==> src/sv/bfsa_pkg.sv <==
// Shared types and constants for the breath flow swing alarm.
// Holds the transaction payload structs, status/event codes and flow widths.
// No dependencies.
package bfsa_pkg;

   localparam int FLOW_WIDTH = 16;
   localparam int THR_WIDTH  = 16;
   // Swing is peak minus trough without wrap; wide enough for the threshold too.
   localparam int SWING_WIDTH = ((FLOW_WIDTH + 1 > THR_WIDTH) ? FLOW_WIDTH + 1 : THR_WIDTH) + 1;

   localparam logic signed [FLOW_WIDTH-1:0] PEAK_REARM   = FLOW_WIDTH'(-2000);
   localparam logic signed [FLOW_WIDTH-1:0] TROUGH_REARM = FLOW_WIDTH'(2000);
   localparam logic [THR_WIDTH-1:0]         THR_RESET    = THR_WIDTH'(100);

   // Alarm status encoding
   localparam logic [2:0] ST_FALSE     = 3'd0;
   localparam logic [2:0] ST_DETECTED  = 3'd1;
   localparam logic [2:0] ST_TRUE      = 3'd2;
   localparam logic [2:0] ST_DISPLAYED = 3'd3;
   localparam logic [2:0] ST_CANCELED  = 3'd4;
   localparam logic [2:0] ST_INVALID   = 3'd5;

   // Event log codes
   localparam logic [1:0] EV_NONE  = 2'd0;
   localparam logic [1:0] EV_START = 2'd1;
   localparam logic [1:0] EV_END   = 2'd2;

   typedef struct packed {
      logic signed [FLOW_WIDTH-1:0] flow_sample;
      logic [2:0]                   alarm_status;
      logic [2:0]                   overheat_status;
      logic [2:0]                   speed_fault_status;
      logic [2:0]                   disconnect_status;
      logic                         second_cycle;
      logic                         in_exhalation;
   } req_type;

   typedef struct packed {
      logic       status_write;
      logic [2:0] new_status;
      logic [1:0] event_code;
      logic       priority_set;
      logic       priority_clear;
      logic       bad_status;
   } rsp_type;

   typedef struct packed {
      logic signed [SWING_WIDTH-1:0] swing;
      logic                          exh_ended;
   } track_type;

endpackage

==> src/sv/bfsa_tracker.sv <==
// Running peak/trough flow tracker with end-of-exhalation re-arm.
// Depends on bfsa_pkg.
module bfsa_tracker (
   input  logic                                   clock,
   input  logic                                   reset,
   input  logic                                   advance,
   input  logic signed [bfsa_pkg::FLOW_WIDTH-1:0] flow_sample,
   input  logic                                   in_exhalation,
   output bfsa_pkg::track_type                    track
);
   import bfsa_pkg::*;

   logic signed [FLOW_WIDTH-1:0] peak_ff, peak_in;
   logic signed [FLOW_WIDTH-1:0] trough_ff, trough_in;
   logic                         was_exhaling_ff;
   logic signed [FLOW_WIDTH-1:0] peak_upd, trough_upd;
   logic                         exh_ended;

   always_comb begin
      peak_upd   = (flow_sample > peak_ff)   ? flow_sample : peak_ff;
      trough_upd = (flow_sample < trough_ff) ? flow_sample : trough_ff;
      exh_ended  = !in_exhalation && was_exhaling_ff;
      track.swing     = SWING_WIDTH'(peak_upd) - SWING_WIDTH'(trough_upd);
      track.exh_ended = exh_ended;
      // re-arm comes after this transaction's decision
      peak_in   = exh_ended ? PEAK_REARM   : peak_upd;
      trough_in = exh_ended ? TROUGH_REARM : trough_upd;
   end

   always_ff @(posedge clock) begin
      if (reset) begin
         peak_ff         <= PEAK_REARM;
         trough_ff       <= TROUGH_REARM;
         was_exhaling_ff <= 1'b0;
      end else if (advance) begin
         peak_ff         <= peak_in;
         trough_ff       <= trough_in;
         was_exhaling_ff <= in_exhalation;
      end
   end

endmodule

==> src/sv/bfsa_decide.sv <==
// Alarm status decision: raise from false, clear from displayed, flag errors.
// Depends on bfsa_pkg.
module bfsa_decide (
   input  bfsa_pkg::req_type                   req,
   input  bfsa_pkg::track_type                 track,
   input  logic [bfsa_pkg::THR_WIDTH-1:0]      threshold,
   output bfsa_pkg::rsp_type                   rsp
);
   import bfsa_pkg::*;

   logic signed [SWING_WIDTH-1:0] thr_s;
   logic                          no_fault;
   logic                          fault_true;

   always_comb begin
      thr_s      = $signed(SWING_WIDTH'(threshold));
      no_fault   = (req.overheat_status == ST_FALSE) &&
                   (req.speed_fault_status == ST_FALSE) &&
                   (req.disconnect_status == ST_FALSE);
      fault_true = (req.overheat_status == ST_TRUE) ||
                   (req.speed_fault_status == ST_TRUE) ||
                   (req.disconnect_status == ST_TRUE);

      rsp.status_write   = 1'b0;
      rsp.new_status     = ST_FALSE;
      rsp.event_code     = EV_NONE;
      rsp.priority_set   = 1'b0;
      rsp.priority_clear = 1'b0;
      rsp.bad_status     = 1'b0;

      case (req.alarm_status)
         ST_FALSE: begin
            if ((track.swing < thr_s) && no_fault && req.second_cycle && track.exh_ended) begin
               rsp.status_write = 1'b1;
               rsp.new_status   = ST_TRUE;
               rsp.event_code   = EV_START;
               rsp.priority_set = 1'b1;
            end
         end
         ST_TRUE: begin
         end
         ST_DISPLAYED: begin
            if ((track.swing > thr_s) || fault_true) begin
               rsp.status_write   = 1'b1;
               rsp.new_status     = ST_FALSE;
               rsp.event_code     = EV_END;
               rsp.priority_clear = 1'b1;
            end
         end
         default: begin
            // detected, canceled, invalid and unused codes
            rsp.bad_status = 1'b1;
         end
      endcase
   end

endmodule

==> src/sv/breath_flow_swing_alarm.sv <==
// Top level of the breath flow swing alarm: input register, tracker, decision,
// result register and the threshold CSR. Depends on bfsa_pkg, bfsa_tracker, bfsa_decide.
//
// One transaction per monitoring tick; one result per transaction. A new
// transaction is accepted every cycle unless the output stalls: the input
// register hands its item to the result register while the peak/trough state
// updates in the same edge, so the sustained rate is one item per clock and
// rsp_valid rises once the item is loaded into the result register. Throughput
// drops only while rsp_ready is held low and both registers are full. The threshold
// resets to 100 and must be written only while no transaction is in flight.
module breath_flow_swing_alarm (
   input  logic                              clock,
   input  logic                              reset,
   input  logic                              req_valid,
   output logic                              req_ready,
   input  bfsa_pkg::req_type                 req_data,
   output logic                              rsp_valid,
   input  logic                              rsp_ready,
   output bfsa_pkg::rsp_type                 rsp_data,
   input  logic                              csr_wr_en,
   input  logic [bfsa_pkg::THR_WIDTH-1:0]    csr_wr_data
);
   import bfsa_pkg::*;

   logic                 in_valid_ff;
   req_type              in_data_ff;
   logic                 out_valid_ff;
   rsp_type              out_data_ff, out_data_in;
   logic [THR_WIDTH-1:0] threshold_ff;
   logic                 advance;
   track_type            track;

   assign advance   = in_valid_ff && (!out_valid_ff || rsp_ready);
   assign req_ready = !in_valid_ff || advance;
   assign rsp_valid = out_valid_ff;
   assign rsp_data  = out_data_ff;

   bfsa_tracker u_tracker (
      .clock         (clock),
      .reset         (reset),
      .advance       (advance),
      .flow_sample   (in_data_ff.flow_sample),
      .in_exhalation (in_data_ff.in_exhalation),
      .track         (track)
   );

   bfsa_decide u_decide (
      .req       (in_data_ff),
      .track     (track),
      .threshold (threshold_ff),
      .rsp       (out_data_in)
   );

   always_ff @(posedge clock) begin
      if (reset) begin
         in_valid_ff  <= 1'b0;
         out_valid_ff <= 1'b0;
         threshold_ff <= THR_RESET;
      end else begin
         if (req_ready) begin
            in_valid_ff <= req_valid;
         end
         if (advance) begin
            out_valid_ff <= 1'b1;
         end else if (rsp_ready) begin
            out_valid_ff <= 1'b0;
         end
         if (csr_wr_en) begin
            threshold_ff <= csr_wr_data;
         end
      end
   end

   always_ff @(posedge clock) begin
      if (req_valid && req_ready) begin
         in_data_ff <= req_data;
      end
      if (advance) begin
         out_data_ff <= out_data_in;
      end
   end

endmodule

==> config.mk <==
export PLATFORM = sky130hd
export DESIGN_NAME = breath_flow_swing_alarm
export DESIGN_NICKNAME = d
export VERILOG_FILES = /design/src/sv/bfsa_pkg.sv /design/src/sv/bfsa_tracker.sv /design/src/sv/bfsa_decide.sv /design/src/sv/breath_flow_swing_alarm.sv
export SDC_FILE = /design/constraint.sdc
export NUM_CORES = 1
export LEC_CHECK = 0
export BUFFER_PORTS_ARGS = -buffer_cell sky130_fd_sc_hd__buf_2
export CORE_MARGIN = 4
export CORE_UTILIZATION = 50
export CTS_CLUSTER_DIAMETER = 80
export DETAILED_ROUTE_END_ITERATION = 16
export GPL_TIMING_DRIVEN = 0
export HOLD_SLACK_MARGIN = 0.08
export PLACE_DENSITY_LB_ADDON = 0.12
export SLEW_MARGIN = 20
export SYNTH_ARGS = -nofsm -noshare
export SYNTH_HDL_FRONTEND = slang
export SYNTH_SLANG_ARGS = --single-unit
==> constraint.sdc <==
create_clock -name clock -period 8.2 [get_ports clock]
set_clock_uncertainty 0.2 [all_clocks]
set_input_delay 0 -clock clock [delete_from_list [all_inputs] [get_ports clock]]
set_output_delay 0 -clock clock [all_outputs]
set_load 0.01 [all_outputs]
# Word-level counts from Yosys, hierarchy flattened
# Cells that the tools add are included.
# W data, S select, Z words.
[classes] add_sub_neg=1 magnitude_cmp=4 n_eq_ne=5 muxes=11 n_reduce_logical=22
[ops] cell="$mux W16" count=4
[ops] cell="$gt A17 B17 Y1" count=1
[ops] cell="$lt A17 B17 Y1" count=1
[ops] cell="$sub A16 B16 Y17" count=1
[ops] cell="$gt A16 B16 Y1" count=1
[ops] cell="$lt A16 B16 Y1" count=1
[ops] cell="$eq A3 B2 Y1 const B" count=5
[ops] cell="$logic_not A3 Y1" count=4
[ops] cell="$pmux W6 S2" count=1
[ops] cell="$logic_and A1 B1 Y1" count=8
[ops] cell="$mux W7" count=1
[ops] cell="$mux W6" count=1
[ops] cell="$logic_or A1 B1 Y1" count=5
[ops] cell="$mux W1" count=4
[ops] cell="$logic_not A1 Y1" count=3
[ops] cell="$reduce_or A3 Y1" count=1
[ops] cell="$reduce_bool A2 Y1" count=1
[totals] regBits=90 in_bits=51 out_inout_bits=11 wordCells=62

# Longest topological paths before layout
[depth] depth_word=9 ltp_mapped=31 ltp_nobuf=29

# Cells and area by module
# Synthesis repeated with hierarchy kept, for this count alone.
[hier_totals] cells_unflattened=582 area_unflattened_um2=5693.0
[by_module_without_submodules] module="bfsa_tracker" n_inst=1 cells_per_inst=400 area_each_um2=3248.1 seq_area_each_um2=660.6
[by_module_without_submodules] module="breath_flow_swing_alarm" n_inst=1 cells_per_inst=101 area_each_um2=1840.5 seq_area_each_um2=1531.5
[by_module_without_submodules] module="bfsa_decide" n_inst=1 cells_per_inst=81 area_each_um2=604.3 seq_area_each_um2=0.0

# Least setup slack after synthesis
# OpenSTA, ideal clock, no wires.
[synth_path] kind="register -> register" from="register in_data_ff[20] in the netlist's numbering" to="register out_data_ff (netlist bit rsp_data[8]) (data pin)" setup_ns=0.259 t_arrival_ns=6.011 t_required_ns=7.741 slack_ns=1.730 stages_incl_launch_ff=31 n_path_buf=3 period_less_slack_ns=6.470 cell_sequence="edfxtp_1 > ha_1 > a21o_1 > a221oi_1 > o21ai_1 > a221oi_2 > buf_2 > buf_1 > buf_1 > nor2_1 > a21oi_1 > ha_1 > a21oi_1 > inv_1 > o31a_1 > nor4_2 > or3_1 > a21oi_1 > a31oi_1 > xnor2_1 > ha_1 > a21o_1 > a21oi_1 > nor2b_1 > o31a_1 > o211ai_1 > a21oi_1 > o21ai_0 > a21oi_1 > a31o_1 > or2_1"
[synth_rtl] item="start, declared" line_no="breath_flow_swing_alarm.sv:26" source="req_type in_data_ff;"
[synth_rtl] item="start signal, assigned" line_no="breath_flow_swing_alarm.sv:76" source="in_data_ff <= req_data;"
[synth_rtl] item="end signal, assigned" line_no="breath_flow_swing_alarm.sv:79" source="out_data_ff <= out_data_in;"
[synth_rtl] item="end, declared" line_no="breath_flow_swing_alarm.sv:28" source="rsp_type out_data_ff, out_data_in;"

==> impl_metrics.tcl <==
set metrics [dict create \
    status "finished clean" \
    ant_nets 0 \
    routed_wl_um 15010 \
    leakage_nw 2.981 \
    ys_ff_latch 87 \
    p_switching_uw 463.2 \
    crit_slowest_cell "o21ai_0" \
    rsz0062_at_grt "false" \
    reg2reg_depth 29 \
    synth_fa_ha_area_share_pct 14.27 \
    post-route-drc-count 0 \
    holdWs_ps 121.5 \
    top_layer "met4" \
    viasPerCell 5.544 \
    syn_to_final_growth_pct 23.71 \
    cts_tree "done" \
    drv_slew 0 \
    die_area_sq_mm 0.01268 \
    tns_ps 0 \
    worstSkewPairLatency_ps 380 \
    synthFlopType "dfxtp_1" \
    syn_avg_cell_area_sq_um 8.868 \
    layout-drive-gt1-share_pct 12.86 \
    dr.first_iter.drc_count 351 \
    cts_sinks 87 \
    ys_seq_area_share_pct 38.42 \
    pwr-share-seq_pct 38.0 \
    wl_per_cell_um 16.87 \
    dr_wl_met2_um 7386 \
    synth_common_cells "76 x nor2_1, 60 x ha_1, 60 x nand2_1" \
    r2r_end "rsp_data[8]$_DFFE_PP_" \
    synth_top_family_by_area "compound AO/OA/AOI/OAI gates" \
    power_frac_clock_pct 24.5 \
    setup_ws_ps 693.7 \
    cts-buffers-inserted 9 \
    crit_required_ps 8140 \
    grt_pass1_vias 5149 \
    grt_usage_pct 24.70 \
    syn_area_sq_mm 0.005471 \
    synth-simple-area-share_pct 16.21 \
    synthCells 617 \
    internal_power_uw 835.0 \
    synth_edf_count 36 \
    die_x_um 112.6 \
    antenna_found_initial 0 \
    synth_xor_area_share_pct 3.179 \
    dr_wl_met3_um 723 \
    vias 4934 \
    power_density_mw_per_mm2 191.8 \
    fin_crit_ps 7506 \
    cp-start-kind "flop" \
    synth_mux_area_share_pct 4.139 \
    holdPathEnd "in_data_ff[6]$_DFFE_PP_" \
    dp.cells 811 \
    synth-compound-area-share_pct 17.52 \
    reg2reg_setup_slack_ps 690 \
    ys.warnings.count 0 \
    start_util_pct 52.07 \
    grt_pass1_wl_um 24820 \
    fmax_ghz 0.1332 \
    synth_top_area_share_pct 19.76 \
    first_pass_iters 5 \
    grt_max_degree 31 \
    instances_no_fill 890 \
    dp_slack_ps 497.4 \
    yosys.area.top_type "edfxtp_1" \
    worst_slew_pin_slew_ps 819.0 \
    hold_start "req_data[6]" \
    portBuffers 57 \
    cp_common_cell "a21oi_1" \
    hpwl_um 10960 \
    diodes 0 \
    slew_headroom_pct 45.40 \
    clock_path_buffers 2 \
    setup.worst_path.class "flop to flop" \
    synth.area.top_cells "edfxtp_1 20%, dfxtp_1 19%, ha_1 14%" \
    cp.arrival_ps 7440 \
    max-cap-violations 0 \
    combPwrFrac_pct 37.5 \
    core_area_sq_mm 0.01051 \
    ios 62 \
    nets 861 \
    yosysMostFrequentCell "nor2_1" \
    r2r-start "in_data_ff[29]$_DFFE_PP_" \
    worst_hold_path_type "input pin to flop" \
    nFillCells 859 \
    async_reset_ff_share_pct 0 \
    fin_crit_sh_pct 91.54 \
    setup_viol 0 \
    hold_depth 2 \
    clockRootBuffer "clkbuf_8" \
    dieHeight_um 112.6 \
    vdd_drop_max_uv 132.1 \
    crit_path_max_fanout 10 \
    gp_congestion 0.9076 \
    drt-met1-wl_um 6524 \
    critPathMaxStageDelay_ps 570 \
    htreeDepth 3 \
    switching_share_pct 35.68 \
    cts.reportedPaths.clkPinSlew_ps 90 \
    num_rows 37 \
    hold_viol_final 0 \
    ys_types 69 \
    crit_path_end_kind "flop" \
    overflow 0 \
]
critical path, delay by kind of cell, from the launching register on:
kind                       cells  cell delay [ps]
AOI/OAI and AO/OA             14             3220
xor gates and xnor gates       1              150
DFF                            1              480
and+or+nand+nor                7             1320
muxes                          1              420
buffers and inverters          3              500
adders and majority gates      3              990
timing repair:
action | CTS | global route
hold endpoints to repair | 49 | 0
buffers inserted | 0 | 0
resized for setup | 0 | 2
hold buffers | 63 | 0
endpoints found under the setup margin | 0 | 2
how the worst max path moves through the flow:
stage / depth (start not counted) / slack (ps) / end / startpoint
2_1_floorplan: 30 / 1730 / rsp_data[8]$_DFFE_PP_ / in_data_ff[20]$_DFFE_PP_
3_3_place_gp: 30 / 530 / rsp_data[8]$_DFFE_PP_ / in_data_ff[20]$_DFFE_PP_
3_5_place_dp: 30 / 500 / rsp_data[8]$_DFFE_PP_ / in_data_ff[20]$_DFFE_PP_
4_1_cts: 31 / 450 / rsp_data[8]$_DFFE_PP_ / u_tracker.trough_ff[2]$_SDFFE_PP0P_
5_1_grt: 27 / 120 / rsp_data[8]$_DFFE_PP_ / in_data_ff[20]$_DFFE_PP_
6_report: 29 / 690 / rsp_data[8]$_DFFE_PP_ / in_data_ff[29]$_DFFE_PP_
state kept, by name, indices dropped and copies added (netlist names):
name,flops
u_tracker.trough_ff,16
rsp_valid,1
u_tracker.peak_ff,16
in_valid_ff,1
rsp_data,6
in_data_ff,30
threshold_ff,16
u_tracker.was_exhaling_ff,1
power by group through the flow:
stage | logic (mW) | registers (mW) | clock network [mW]
2_1_floorplan | 0.334 | 0.498 | 0
3_3_place_gp | 0.436 | 0.502 | 0
3_5_place_dp | 0.451 | 0.503 | 0
4_1_cts | 0.479 | 0.493 | 0.322
5_1_grt | 0.545 | 0.496 | 0.341
6_report | 0.487 | 0.493 | 0.319
stage by stage:
stage | power (mW) | utilization [%] | cell area, sq um
after floorplan | 0.8324 | - | 5475
after global placement | 0.9380 | 56.44 | 5931
after detailed placement | 0.9532 | 56.45 | 5932
after CTS | 1.294 | 64.39 | 6766
after global routing | 1.382 | 64.41 | 6769
final | 1.298 | 64.41 | 6769
cells by family after synthesis:
group                      after synthesis
AOI/OAI and AO/OA                      150
other                                    1
xor gates and xnor gates                19
and+or+nand+nor                        192
adders and majority gates               62
buffers and inverters                   85
muxes                                   21
DFF                                     87
metal layers:
layer,GRT usage [%],vias to the layer above
li1,-,2446
met1,30.02,2330
met2,43.21,130
met3,4.528,28
met4,9.535,0
met5,0,-
layout by cell type (no fill, tap or decap), types with 5 or more instances in the layout:
master         instances
nand4_1               10
o22ai_1                8
nand2_1               60
buf_2                 58
nand2b_1               6
xnor2_1               14
o21ai_0               28
dfxtp_1               51
and3_1                 6
clkbuf_8               9
inv_1                 59
a21o_1                10
clkbuf_1              15
ha_1                  60
edfxtp_1              36
nor2_1                76
a21oi_1               49
nor3_1                 5
a31oi_1                6
mux2i_1               17
dlygate4sd3_1         63
a22oi_1                9
nor2b_1                6
o211ai_1               7
layout make-up:
class	instances	area [sq um]	share of cell area, %
multi-input combinational	446	3035	44.84
tap	136	170.2	2.514
clock inverter	7	80.08	1.183
timing repair buffer	120	915.9	13.53
sequential	87	2102	31.05
buffer	26	120.1	1.774
clock buffer	9	123.9	1.830
inverter	59	221.5	3.272
Power figures use the tool's default switching activity.
